## config.mk

```make
export PLATFORM = sky130hd
export DESIGN_NAME = msc_out
export DESIGN_NICKNAME = d
export VERILOG_FILES = /design/src/hw/rtl/msc_pkg.sv /design/src/hw/rtl/msc_out.sv
export SDC_FILE = /design/constraint.sdc
export NUM_CORES = 2
export LEC_CHECK = 0
export BUFFER_PORTS_ARGS = -buffer_cell sky130_fd_sc_hd__buf_2
export CORE_MARGIN = 10
export CORE_UTILIZATION = 55
export CTS_CLUSTER_SIZE = 10
export DETAILED_ROUTE_END_ITERATION = 16
export MAX_ROUTING_LAYER = met4
export PLACE_DENSITY_LB_ADDON = 0.05
export SYNTH_ARGS = -nofsm -noshare
export SYNTH_HDL_FRONTEND = slang
export SYNTH_SLANG_ARGS = --single-unit
```

## constraint.sdc

```tcl
create_clock -name clk_i -period 23.8 [get_ports clk_i]
set_input_delay 4.76 -clock clk_i [delete_from_list [all_inputs] [get_ports clk_i]]
set_output_delay 4.76 -clock clk_i [all_outputs]
set_load 0.05 [all_outputs]
```

## src/hw/rtl/msc_pkg.sv

```systemverilog
// Shared types, constants and coefficient tables of the minimax sine/cosine pipeline.
`timescale 1ns / 1ps

package msc_pkg;

  // Horner accumulator width: the cosine lane passes through -2.0 in Q.31
  localparam int ACC_W = 35;
  localparam int CELLS = 5;
  localparam int QM_W  = 13;
  localparam int Y_W   = 48;

  typedef logic signed [ACC_W-1:0] acc_t;

  // Side data that travels with each angle down the Horner chain
  typedef struct packed {
    logic [30:0] t;       // y*y/4, Q.31
    logic [31:0] y_mag;   // |y|, Q.31
    logic        y_neg;
    logic        flip;    // cosine is negated
  } side_t;

  localparam logic [31:0] INV_TWO_PI_Q32 = 32'h28BE60DC;
  localparam logic [63:0] PI_Q60         = 64'h3243F6A8885A308D;
  localparam logic [Y_W-1:0] PI_Q44      = Y_W'((PI_Q60 + 64'd32768) >> 16);
  localparam logic [Y_W-1:0] HALF_PI_Q44 = Y_W'((PI_Q60 + 64'd65536) >> 17);
  localparam logic [Y_W-1:0] TWO_PI_Q44  = Y_W'((PI_Q60 + 64'd16384) >> 15);

  // Coefficients times 4^k in Q.31; the last step of each lane adds 1.0
  localparam acc_t SIN_SEED = -35'sd52534;
  localparam acc_t SIN_STEP [CELLS] = '{
    35'sd1513234, -35'sd27269090, 35'sd286331073, -35'sd1431655794, 35'sd2147483648
  };
  localparam acc_t COS_SEED = -35'sd572881;
  localparam acc_t COS_STEP [CELLS] = '{
    35'sd13612226, -35'sd190880414, 35'sd1431654780, -35'sd4294967296, 35'sd2147483648
  };

endpackage

```

## src/hw/rtl/msc_out.sv

```systemverilog
// Output cell: sine = y*S(t), cosine sign, rounding to the output format and saturation.
`timescale 1ns / 1ps

module msc_out #(
  parameter int OUT_FRAC_BITS = 30
) (
  input  logic               clk_i,
  input  logic               rst_ni,
  input  logic               in_valid_i,
  output logic               in_ready_o,
  input  msc_pkg::side_t     in_side_i,
  input  msc_pkg::acc_t      sin_acc_i,
  input  msc_pkg::acc_t      cos_acc_i,
  output logic               out_valid_o,
  input  logic               out_ready_i,
  output logic signed [31:0] sine_o,
  output logic signed [31:0] cosine_o
);

  localparam int AW = msc_pkg::ACC_W;
  localparam int SH = 31 - OUT_FRAC_BITS;
  localparam logic [AW-1:0] RND = AW'((64'd1 << SH) >> 1);
  localparam logic [AW-1:0] LIM = AW'(64'd1 << OUT_FRAC_BITS);
  localparam logic signed [31:0] LIM_S = 32'(64'd1 << OUT_FRAC_BITS);

  function automatic logic [31:0] to_out(msc_pkg::acc_t v);
    logic [AW-1:0] m;
    logic [AW-1:0] r;
    m = v[AW-1] ? AW'(-v) : AW'(v);
    r = (m + RND) >> SH;
    if (r > LIM) r = LIM;
    return v[AW-1] ? 32'(-r) : 32'(r);
  endfunction

  logic ena, enb;
  logic va_q, vb_q;

  // stage A: final product with y
  logic [AW-2:0]  hs_mag;
  logic [AW+31:0] s_prod;
  logic [AW-2:0]  s_rnd;
  logic           s_neg;
  msc_pkg::acc_t  s_val, c_val;
  msc_pkg::acc_t  sa_q, ca_q;

  assign hs_mag = sin_acc_i[AW-1] ? (AW-1)'(-sin_acc_i) : (AW-1)'(sin_acc_i);
  assign s_prod = (AW+32)'(hs_mag) * (AW+32)'(in_side_i.y_mag);
  assign s_rnd  = (AW-1)'((s_prod + ((AW+32)'(1) << 30)) >> 31);
  assign s_neg  = sin_acc_i[AW-1] ^ in_side_i.y_neg;
  assign s_val  = s_neg ? -$signed(AW'(s_rnd)) : $signed(AW'(s_rnd));
  assign c_val  = in_side_i.flip ? -cos_acc_i : cos_acc_i;

  logic signed [31:0] sine_q, cosine_q;

  assign enb        = !vb_q || out_ready_i;
  assign ena        = !va_q || enb;
  assign in_ready_o = ena;

  always_ff @(posedge clk_i or negedge rst_ni) begin
    if (!rst_ni) begin
      va_q <= 1'b0;
      vb_q <= 1'b0;
    end else begin
      if (ena) va_q <= in_valid_i;
      if (enb) vb_q <= va_q;
    end
  end

  always_ff @(posedge clk_i) begin
    if (ena) begin
      sa_q <= s_val;
      ca_q <= c_val;
    end
    if (enb) begin
      sine_q   <= to_out(sa_q);
      cosine_q <= to_out(ca_q);
    end
  end

  assign out_valid_o = vb_q;
  assign sine_o      = sine_q;
  assign cosine_o    = cosine_q;

  a_sine_sat: assert property (@(posedge clk_i) disable iff (!rst_ni)
    vb_q |-> (sine_q <= LIM_S) && (sine_q >= -LIM_S))
    else $error("sine outside +-1.0");

  a_cosine_sat: assert property (@(posedge clk_i) disable iff (!rst_ni)
    vb_q |-> (cosine_q <= LIM_S) && (cosine_q >= -LIM_S))
    else $error("cosine outside +-1.0");

  a_hold: assert property (@(posedge clk_i) disable iff (!rst_ni)
    vb_q && !out_ready_i |=> vb_q && $stable(sine_q) && $stable(cosine_q))
    else $error("stalled result changed");

endmodule

```

==> flow_summary_export.csv <==
group,metric,value,unit
critical_path,cp_slowest_cell,"a2111oi_0",
critical_path,path_delay_family,"adder cells",
clocking,cts_hold_buf,0,
global_route,antenna_found_initial,4,
worst_hold_path,min_path_type,"flop to flop",
clocking,clock_latency,0.44,ns
critical_path,arrival,17.51,ns
critical_path,cp.buffers_inverters,8,
sta,fmax,0.0577,GHz
sta,final.min_clock_period,17.33,ns
synth,syn_avg_cell_area,8.93,um2
synth,syn-num-nets,6761,
cells_and_area,drive_gt1_share,6.50,%
cells_and_area,area_growth,4.98,%
global_route,grt_pass1_wl,213000,um
global_route,grt_max_degree,74,
placed_design,io_buffers,173,
critical_path,r2r_slack,16.01,ns
clocking,root_buffer,"clkbuf_16",
critical_path,crit_path_end_kind,"flop",
synth,synthSimpleGateAreaFrac,20.1,%
synth,synth_compound_area_share,8.10,%
synth,syn-instance-count,5375,
clocking,cts_buffers,17,
clocking,postCtsSetupRepairBufs,0,
synth,synth_area_leaders,"fa_1 (40%), and2_1 (8.5%), edfxtp_1 (8.4%), inv_1 (7.8%), ha_1 (7.6%)",
synth,synth_top_area_cell,"fa_1",
synth,synth_ff_type,"edfxtp_1",
synth,ys_types,92,
floorplanning,ios,205,
global_route,overflow,0,
routing,drt.antenna.violating_nets,0,
synth,synth_edf_count,134,
sta,drv_slew,0,
placed_design,place_area,49800,um2
sta,setup_viol,0,
sta,slew_headroom,12.0,%
sta,finalHoldViolCount,0,
global_route,gr-usage-all-layers,27.9,%
routing,drc,0,
clocking,cts_resized,0,
cells_and_area,nets,6712,
routing,vias,36700,
run,maxCapViolCount,0,
synth,synthXorXnorAreaFrac,5.39,%
placed_design,place_hpwl,100000,um
clocking,htreeDepth,4,
critical_path,cpPeakStageDelay,0.92,ns
clocking,path_clk_slew,0.06,ns
sta,setup_slack,6.47,ns
critical_path,path_class,"input pin to flop",
routing,dr.pass1.iters,5,
floorplanning,num_rows,108,
run_status,status,"complete, no violations",
synth,synth_top_area_share,39.9,%
synth,synth_seq_area_share,8.49,%
cells_and_area,stdcell_area,50400,um2
synth,synth.cell_area,48000,um2
synth,synth_top_family_by_area,"adder cells",
clocking,clock_path_buffers,2,
global_route,grt_pass1_vias,38400,
floorplanning,fp.dieH,315,um
floorplanning,start_util,55.4,%
sta,finalCritPeriodShare,72.8,%
routing,vias_per_cell,5.66,
placed_design,place_ws,6.18,ns
placed_design,place_congestion,0.922,
sta,tns,0,ns
routing,routedWlPerCell,20.3,um
sta,whs,0.475,ns
synth,yosysWarnings,0,
routing,wl,132000,um
critical_path,startpoint_type,"input pin",
synth,async_flop_share,1.47,%
clocking,cts_tree,"done",
synth,muxShareOfSynthArea,0.305,%
critical_path,crit_path_frequent_cell,"fa_1",
clocking,cts_num_sinks,136,
floorplanning,die_area,99500,um2
floorplanning,die_w,315,um
routing,first_iter_violations,2285,
sta,rsz0062_at_grt,"no",
critical_path,cp_max_fo,34,
sta,worst_pin_slew,1.31,ns
synth,synth_fa_ha_area_share,47.5,%
floorplanning,core_region_area,86600,um2
critical_path,required,23.98,ns
synth,synth-seq-cells,136,
sta,skew,0.00899,ns
layout make-up:
| cell class | instances | area (um2) |
|---|---|---|
| inverter | 996 | 3740 |
| tap | 1155 | 1450 |
| multi-input combinational | 3951 | 39300 |
| timing repair buffer | 224 | 1250 |
| clock inverter | 14 | 156 |
| sequential | 136 | 4070 |
| clock buffer | 18 | 429 |
| fill | 7908 | 36200 |
| antenna | 1 | 2.50 |
sequential cells by signal (all words and copies together) (netlist names):
register	flops
ca_q	35
out_valid_o	1
cosine_o	32
sine_o	32
va_q	1
sa_q	35
synthesized netlist by cell type, types with 12 or more instances:
cell / count
nor2b_1: 14
clkbuf_1: 264
nor3_1: 55
ha_1: 291
or3_1: 38
o21bai_1: 13
a211oi_1: 26
edfxtp_1: 134
nand4_1: 28
nor2_1: 159
and2_1: 656
xor2_1: 83
xnor2_1: 210
o21a_1: 22
buf_2: 18
nand2b_1: 37
o21ai_0: 117
a31oi_1: 27
a21o_1: 24
nand3_1: 54
o211ai_1: 20
nand2_1: 608
fa_1: 956
o41ai_1: 26
a21oi_1: 118
nor4b_1: 12
nor4_1: 33
o31ai_1: 44
a41oi_1: 12
or4_1: 37
inv_1: 996
and3_1: 18
or2_2: 17
cells in the final DEF (no fill, tap or decap), types with 28 or more instances in the layout:
cell,Yosys,layout
and2_1,656,656
nor3_1,55,55
or3_1,38,38
nor4_1,33,33
o31ai_1,44,44
edfxtp_1,134,134
xnor2_2,0,28
xnor2_1,210,182
fa_1,956,956
or4_1,37,37
buf_4,0,51
nand2b_1,37,36
nand3_1,54,54
o21ai_0,117,117
nor2_1,159,159
nand2_1,608,608
buf_2,18,173
xor2_1,83,79
a21oi_1,118,118
inv_1,996,996
nand4_1,28,28
ha_1,291,291
kinds of logic after synthesis:
kind of cell    count (synthesis)
buf+inv                      1288
flops                         136
fa+ha+maj                    1247
mux                            14
compound gates                569
xor+xnor                      294
simple gates                 1827
metal layers:
metal  GRT usage (%)  vias up  part of all wire (%)
li1                -    16700                     -
met1            36.8    18700                    43
met2            46.3     1172                    49
met3            3.04      163                   6.4
met4            5.79        0                   1.9
met5               -        -                     0
final timing paths:
| check | cells past startpoint | startpoint | to |
|---|---|---|---|
| worst min register to register | 1 | va_q | out_valid_o |
| worst min-delay path | 1 | va_q | out_valid_o |
| max in group asynchronous | 1 | rst_ni | out_valid_o |
| min in group asynchronous | 1 | rst_ni | va_q |
| worst max-delay path | 37 | sin_acc_i[0] | sa_q[28] |
| worst max register to register | 21 | sa_q[0] | sine_o[28] |
per-stage QoR:
stage / std cells / utilization [%]
after floorplan: 5375 / -
after global placement: 6462 / 57.5
after detailed placement: 6462 / 57.5
after global routing: 6494 / 58.2
after CTS: 6494 / 58.2
final: 6495 / 58.2
Power is left out: the tool's default activity adds up to more than one toggle a clock period on the data nets, which glitch-free logic cannot reach.
