<file path="src/hw/rtl/msc_pkg.sv">
// Shared types, constants and coefficient tables of the minimax sine/cosine pipeline.
`timescale 1ns / 1ps

package msc_pkg;

  // Horner accumulator width: the cosine lane passes through -2.0 in Q.31
  localparam int ACC_W = 35;
  localparam int CELLS = 5;
  localparam int QM_W  = 13;
  localparam int Y_W   = 48;

  typedef logic signed [ACC_W-1:0] acc_t;

  // Side data that travels with each angle down the Horner chain
  typedef struct packed {
    logic [30:0] t;       // y*y/4, Q.31
    logic [31:0] y_mag;   // |y|, Q.31
    logic        y_neg;
    logic        flip;    // cosine is negated
  } side_t;

  localparam logic [31:0] INV_TWO_PI_Q32 = 32'h28BE60DC;
  localparam logic [63:0] PI_Q60         = 64'h3243F6A8885A308D;
  localparam logic [Y_W-1:0] PI_Q44      = Y_W'((PI_Q60 + 64'd32768) >> 16);
  localparam logic [Y_W-1:0] HALF_PI_Q44 = Y_W'((PI_Q60 + 64'd65536) >> 17);
  localparam logic [Y_W-1:0] TWO_PI_Q44  = Y_W'((PI_Q60 + 64'd16384) >> 15);

  // Coefficients times 4^k in Q.31; the last step of each lane adds 1.0
  localparam acc_t SIN_SEED = -35'sd52534;
  localparam acc_t SIN_STEP [CELLS] = '{
    35'sd1513234, -35'sd27269090, 35'sd286331073, -35'sd1431655794, 35'sd2147483648
  };
  localparam acc_t COS_SEED = -35'sd572881;
  localparam acc_t COS_STEP [CELLS] = '{
    35'sd13612226, -35'sd190880414, 35'sd1431654780, -35'sd4294967296, 35'sd2147483648
  };

endpackage

</file>
<file path="src/hw/rtl/msc_reduce.sv">
// Range reduction: turn count, remainder, fold into +-pi/2 and t = y*y/4 (four stages).
`timescale 1ns / 1ps

module msc_reduce #(
  parameter int ANGLE_FRAC_BITS = 24
) (
  input  logic                clk_i,
  input  logic                rst_ni,
  input  logic                in_valid_i,
  output logic                in_ready_o,
  input  logic signed [31:0]  angle_i,
  output logic                out_valid_o,
  input  logic                out_ready_i,
  output msc_pkg::side_t      out_side_o
);

  localparam int YW = msc_pkg::Y_W;
  localparam logic [63:0] QM_MAX = ((64'd1 << 31) * 64'(msc_pkg::INV_TWO_PI_Q32)
                                    + (64'd1 << (ANGLE_FRAC_BITS + 31)))
                                   >> (ANGLE_FRAC_BITS + 32);
  localparam logic [63:0] Y_MAX  = (64'(msc_pkg::HALF_PI_Q44) + 64'd4096) >> 13;
  localparam logic [63:0] T_MAX  = (Y_MAX * Y_MAX + (64'd1 << 32)) >> 33;
  localparam logic signed [YW-1:0] HP_S = msc_pkg::HALF_PI_Q44;
  localparam logic signed [YW-1:0] PI_S = msc_pkg::PI_Q44;

  logic en1, en2, en3, en4;
  logic v1_q, v2_q, v3_q, v4_q;

  // stage 1: turn count
  logic [31:0]               a_mag;
  logic [63:0]               q_prod;
  logic [63:0]               q_rnd;
  logic signed [31:0]        a1_q;
  logic [msc_pkg::QM_W-1:0]  qm1_q;
  logic                      neg1_q;

  assign a_mag  = angle_i[31] ? (32'd0 - angle_i) : angle_i;
  assign q_prod = 64'(a_mag) * 64'(msc_pkg::INV_TWO_PI_Q32);
  assign q_rnd  = (q_prod + (64'd1 << (ANGLE_FRAC_BITS + 31))) >> (ANGLE_FRAC_BITS + 32);

  // stage 2: remainder y = a - 2 pi q in Q.44
  logic signed [63:0]  a_ext;
  logic [60:0]         q_off;
  logic signed [63:0]  y_full;
  logic signed [YW-1:0] y2_q;

  assign a_ext  = 64'(a1_q) <<< (44 - ANGLE_FRAC_BITS);
  assign q_off  = 61'(qm1_q) * 61'(msc_pkg::TWO_PI_Q44);
  assign y_full = neg1_q ? (a_ext + $signed(64'(q_off))) : (a_ext - $signed(64'(q_off)));

  // stage 3: fold and round to Q.31
  logic signed [YW-1:0] y_fold;
  logic                 fold;
  logic [YW-1:0]        yf_mag;
  logic [YW-1:0]        yf_rnd;
  logic [31:0]          ymag3_q;
  logic                 yneg3_q;
  logic                 flip3_q;

  always_comb begin
    y_fold = y2_q;
    fold   = 1'b0;
    if (y2_q > HP_S) begin
      y_fold = PI_S - y2_q;
      fold   = 1'b1;
    end else if (y2_q < -HP_S) begin
      y_fold = -PI_S - y2_q;
      fold   = 1'b1;
    end
  end

  assign yf_mag = y_fold[YW-1] ? YW'(-y_fold) : YW'(y_fold);
  assign yf_rnd = (yf_mag + YW'(4096)) >> 13;

  // stage 4: t = y*y/4
  logic [63:0]     t_full;
  msc_pkg::side_t  side4_q;

  assign t_full = (64'(ymag3_q) * 64'(ymag3_q) + (64'd1 << 32)) >> 33;

  assign en4        = !v4_q || out_ready_i;
  assign en3        = !v3_q || en4;
  assign en2        = !v2_q || en3;
  assign en1        = !v1_q || en2;
  assign in_ready_o = en1;

  always_ff @(posedge clk_i or negedge rst_ni) begin
    if (!rst_ni) begin
      v1_q <= 1'b0;
      v2_q <= 1'b0;
      v3_q <= 1'b0;
      v4_q <= 1'b0;
    end else begin
      if (en1) v1_q <= in_valid_i;
      if (en2) v2_q <= v1_q;
      if (en3) v3_q <= v2_q;
      if (en4) v4_q <= v3_q;
    end
  end

  always_ff @(posedge clk_i) begin
    if (en1) begin
      a1_q   <= angle_i;
      qm1_q  <= q_rnd[msc_pkg::QM_W-1:0];
      neg1_q <= angle_i[31];
    end
    if (en2) begin
      y2_q <= y_full[YW-1:0];
    end
    if (en3) begin
      ymag3_q <= yf_rnd[31:0];
      yneg3_q <= y_fold[YW-1];
      flip3_q <= fold;
    end
    if (en4) begin
      side4_q.t     <= t_full[30:0];
      side4_q.y_mag <= ymag3_q;
      side4_q.y_neg <= yneg3_q;
      side4_q.flip  <= flip3_q;
    end
  end

  assign out_valid_o = v4_q;
  assign out_side_o  = side4_q;

  a_qm_range: assert property (@(posedge clk_i) disable iff (!rst_ni)
    v1_q |-> 64'(qm1_q) <= QM_MAX)
    else $error("turn count out of range");

  a_y_folded: assert property (@(posedge clk_i) disable iff (!rst_ni)
    v3_q |-> 64'(ymag3_q) <= Y_MAX)
    else $error("folded angle exceeds pi/2");

  a_t_range: assert property (@(posedge clk_i) disable iff (!rst_ni)
    v4_q |-> 64'(side4_q.t) <= T_MAX)
    else $error("t exceeds (pi/2)^2/4");

endmodule

</file>
<file path="config.mk">
export PLATFORM = sky130hd
export DESIGN_NAME = msc_reduce
export DESIGN_NICKNAME = d
export VERILOG_FILES = /design/src/hw/rtl/msc_pkg.sv /design/src/hw/rtl/msc_reduce.sv
export SDC_FILE = /design/constraint.sdc
export NUM_CORES = 2
export LEC_CHECK = 0
export BUFFER_PORTS_ARGS = -buffer_cell sky130_fd_sc_hd__buf_2
export CAP_MARGIN = 40
export CORE_ASPECT_RATIO = 1.75
export CORE_MARGIN = 3
export CORE_UTILIZATION = 52
export CTS_CLUSTER_DIAMETER = 60
export DETAILED_ROUTE_END_ITERATION = 10
export PLACE_DENSITY = 0.69
export SYNTH_ARGS = -nofsm -noshare
export SYNTH_HDL_FRONTEND = slang
export SYNTH_SLANG_ARGS = --single-unit
export TNS_END_PERCENT = 100
</file>
<file path="constraint.sdc">
create_clock -name clk_i -period 7.9 [get_ports clk_i]
set_input_delay 0.79 -clock clk_i [delete_from_list [all_inputs] [get_ports clk_i]]
set_output_delay 0.79 -clock clk_i [all_outputs]
set_load 0.05 [all_outputs]
</file>
==> run metrics <==
final worst setup slack -1.41 ns; first-pass GRT wire length 270,000 um; Ports 103; initial antenna violation count 1; Final Setup Violations 25; depth of the most critical reg-to-reg path 34; CP Max Fanout 5; Distinct cells, synth 98; Die H 453 um; beginning of the worst hold path flip3_q; most common cell after layout, fill and taps aside inv_1; post-detailed-route count of antenna-violating nets 0; Tightest Hold Check Type flop to flop; Ys Warns 0; Crit path largest cell delay 0.55 ns; Seq cells post-synth 185; EDFF count, synth 181; port bufs 102; RSZ-0062 raised after global routing yes; DRC Markers 0; Post-DP HPWL 149,000 um; NumNets Final 9,109; Hold Crit Depth 0; Finished Core Util 62.1%; Least-Margin Pin Slew 0.884 ns; Non-Filler Instances 8,606; grt total ovfl 0; full die area 119,000 um2; Placer Congestion 0.984; max-cap viol count 0; Clock Sinks 185; crit path kind input port to flop; RR Startpoint ymag3_q[5]; Cells after Synth 6,258; period utilization 118%; syn_nets 8,260; # H-tree levels 4; fill cell count 9,330; Initial Utilization 52.5%; Wirelength per Cell 20.0 um; register area share after synthesis 9.31%; share of cells above drive strength 1 18.5%; Post-Route WL 172,000 um; number of global-route vias before repair 51,851; crit path time final 9.31 ns; clk_lat worst skew 0.55 ns; Worst Path Arrival 9.60 ns; core area 113,000 um2; Slew Viols, Final 0; Vias 46,209; startpoint types input port; reg-to-reg endpoint out_side_o[64]; CTS tree built; commonest cells after routing, fill and taps aside 1,778 x inv_1, 1,145 x fa_1, 812 x buf_4; Setup Skew 0.0296 ns; Req. time, crit path 8.19 ns; Post-Place Cells 8,483; final hold vios 0; largest net degree at the start of global routing 59; total CTS buffers 17; Core Rows 163; Mean Syn Cell Area 9.50 um2; Synth Flop Type edfxtp_1; crit path max-delay cell type or4_4; violated checks negative setup slack; die width 262 um; Total GRT Usage 30.1%; hold path endpoint out_side_o[0]; dominant cell type by area after synthesis fa_1; clock buffer depth 2; area share of the largest cell type after synthesis 39.9%; Async SR Flop Fraction 2.16%; DR iter-0 viols 2,247; CP Capture Type flop; Reg clk slew, reported paths 0.08 ns; DRT Pass-1 Iters 5; via/cell ratio 5.37; synth-to-layout area growth 18.3%; status complete, but fails checks; f_max 107 MHz; root buf cell clkbuf_16; Syn Std Cell Area 59,500 um2; Slew headroom 40.3%; Worst path most repeated cell fa_1; Synth area leaders fa_1 40%, ha_1 16%, inv_1 11%; register-to-register setup slack -0.77 ns
registers in the layout, summed over array words and instances, names as in the netlist:
signal,flops
v2_q,1
yneg3_q,1
flip3_q,1
out_side_o,65
out_valid_o,1
v1_q,1
ymag3_q,32
v3_q,1
qm1_q,7
y2_q,46
neg1_q,1
a1_q,28
routing by layer:
metal | GRT usage (%) | share of wire, % | vias up
li1 | - | - | 20945
met1 | 28.0 | 31 | 23265
met2 | 57.9 | 56 | 1320
met3 | 3.22 | 3.4 | 679
met4 | 24.2 | 10 | 0
met5 | 0 | 0 | -
layout make-up:
class	instances	area [um2]	area share, %
multi-input combinational	4086	47700	67.8
timing repair buffer	997	7820	11.1
inverter	1820	6850	9.74
sequential	185	5540	7.87
tap	1485	1860	2.64
clock buffer	18	429	0.610
clock inverter	14	179	0.254
antenna	1	2.50	0.00356
how the worst max path moves through the flow:
stage / from / endpoint
final: angle_i[13] / qm1_q[5]
after global routing: angle_i[2] / qm1_q[5]
after CTS: angle_i[13] / qm1_q[5]
after detailed placement: angle_i[3] / qm1_q[5]
after global placement: angle_i[3] / qm1_q[4]
after floorplan: angle_i[9] / qm1_q[4]
synthesized netlist by cell type (8+ instances only):
cell type / instances
inv_1: 1810
fa_1: 1185
ha_1: 781
nand2_1: 340
nor2_1: 257
and2_1: 231
xnor2_1: 184
edfxtp_1: 181
a21oi_1: 179
clkbuf_1: 148
o21ai_0: 131
xor2_1: 93
a21o_1: 71
nor3_1: 49
nand3_1: 35
and3_1: 32
nand4_1: 27
o21a_1: 27
or3_1: 26
nand2b_1: 25
nor2b_1: 25
nor4_1: 25
a31oi_1: 22
a211oi_1: 19
or2_2: 17
o31ai_1: 16
o211ai_1: 15
or4_1: 15
o21bai_1: 14
o22ai_1: 14
a2111oi_0: 11
a311oi_1: 11
o31a_1: 11
a211o_1: 10
buf_2: 10
o211a_1: 10
and4_1: 8
o41a_1: 8
worst max-delay path: cells and delay by family:
kind                     cells  cell delay, ns
AO/OA/AOI/OAI               11            2.70
XOR/XNOR                     3            0.44
adder cells (fa/ha/maj)      8            3.49
buffers and inverters        6            0.45
AND/OR/NAND/NOR              5            1.69
cells by family (layout without fill, tap and decap cells):
group,count (synthesis),after routing,synth area share [%]
and+or+nand+nor,1156,1156,9.81
other,0,1,0
muxes,11,11,0.194
DFF,185,185,9.31
adders and majority gates,1966,1966,56.3
AOI/OAI and AO/OA,676,676,7.69
xor gates and xnor gates,277,277,4.08
buffers and inverters,1987,2849,12.6
per-stage QoR:
step	worst slack, ns	area (um2)	setup TNS [ns]	hold WS (ns)
6_report	-1.41	70300	-17.16	0.430
5_1_grt	-1.71	70300	-25.13	0.433
4_1_cts	-1.33	69700	-14.30	0.393
3_5_place_dp	-2.22	67700	-36.15	0.409
3_3_place_gp	-2.18	67600	-33.10	0.414
2_1_floorplan	-1.58	59700	-8.79	0.400
timing repair:
action / CTS / global route
setup endpoints to repair: 40 / 41
gates cloned: 2 / 0
hold buffers: 1 / 0
resized for setup: 224 / 105
pin swaps: 126 / 91
endpoints found under the hold margin: 4 / 0
setup buffers: 74 / 29
Power is not shown: default switching activity piles up to over one toggle a cycle in this logic, so the estimate is an artifact.
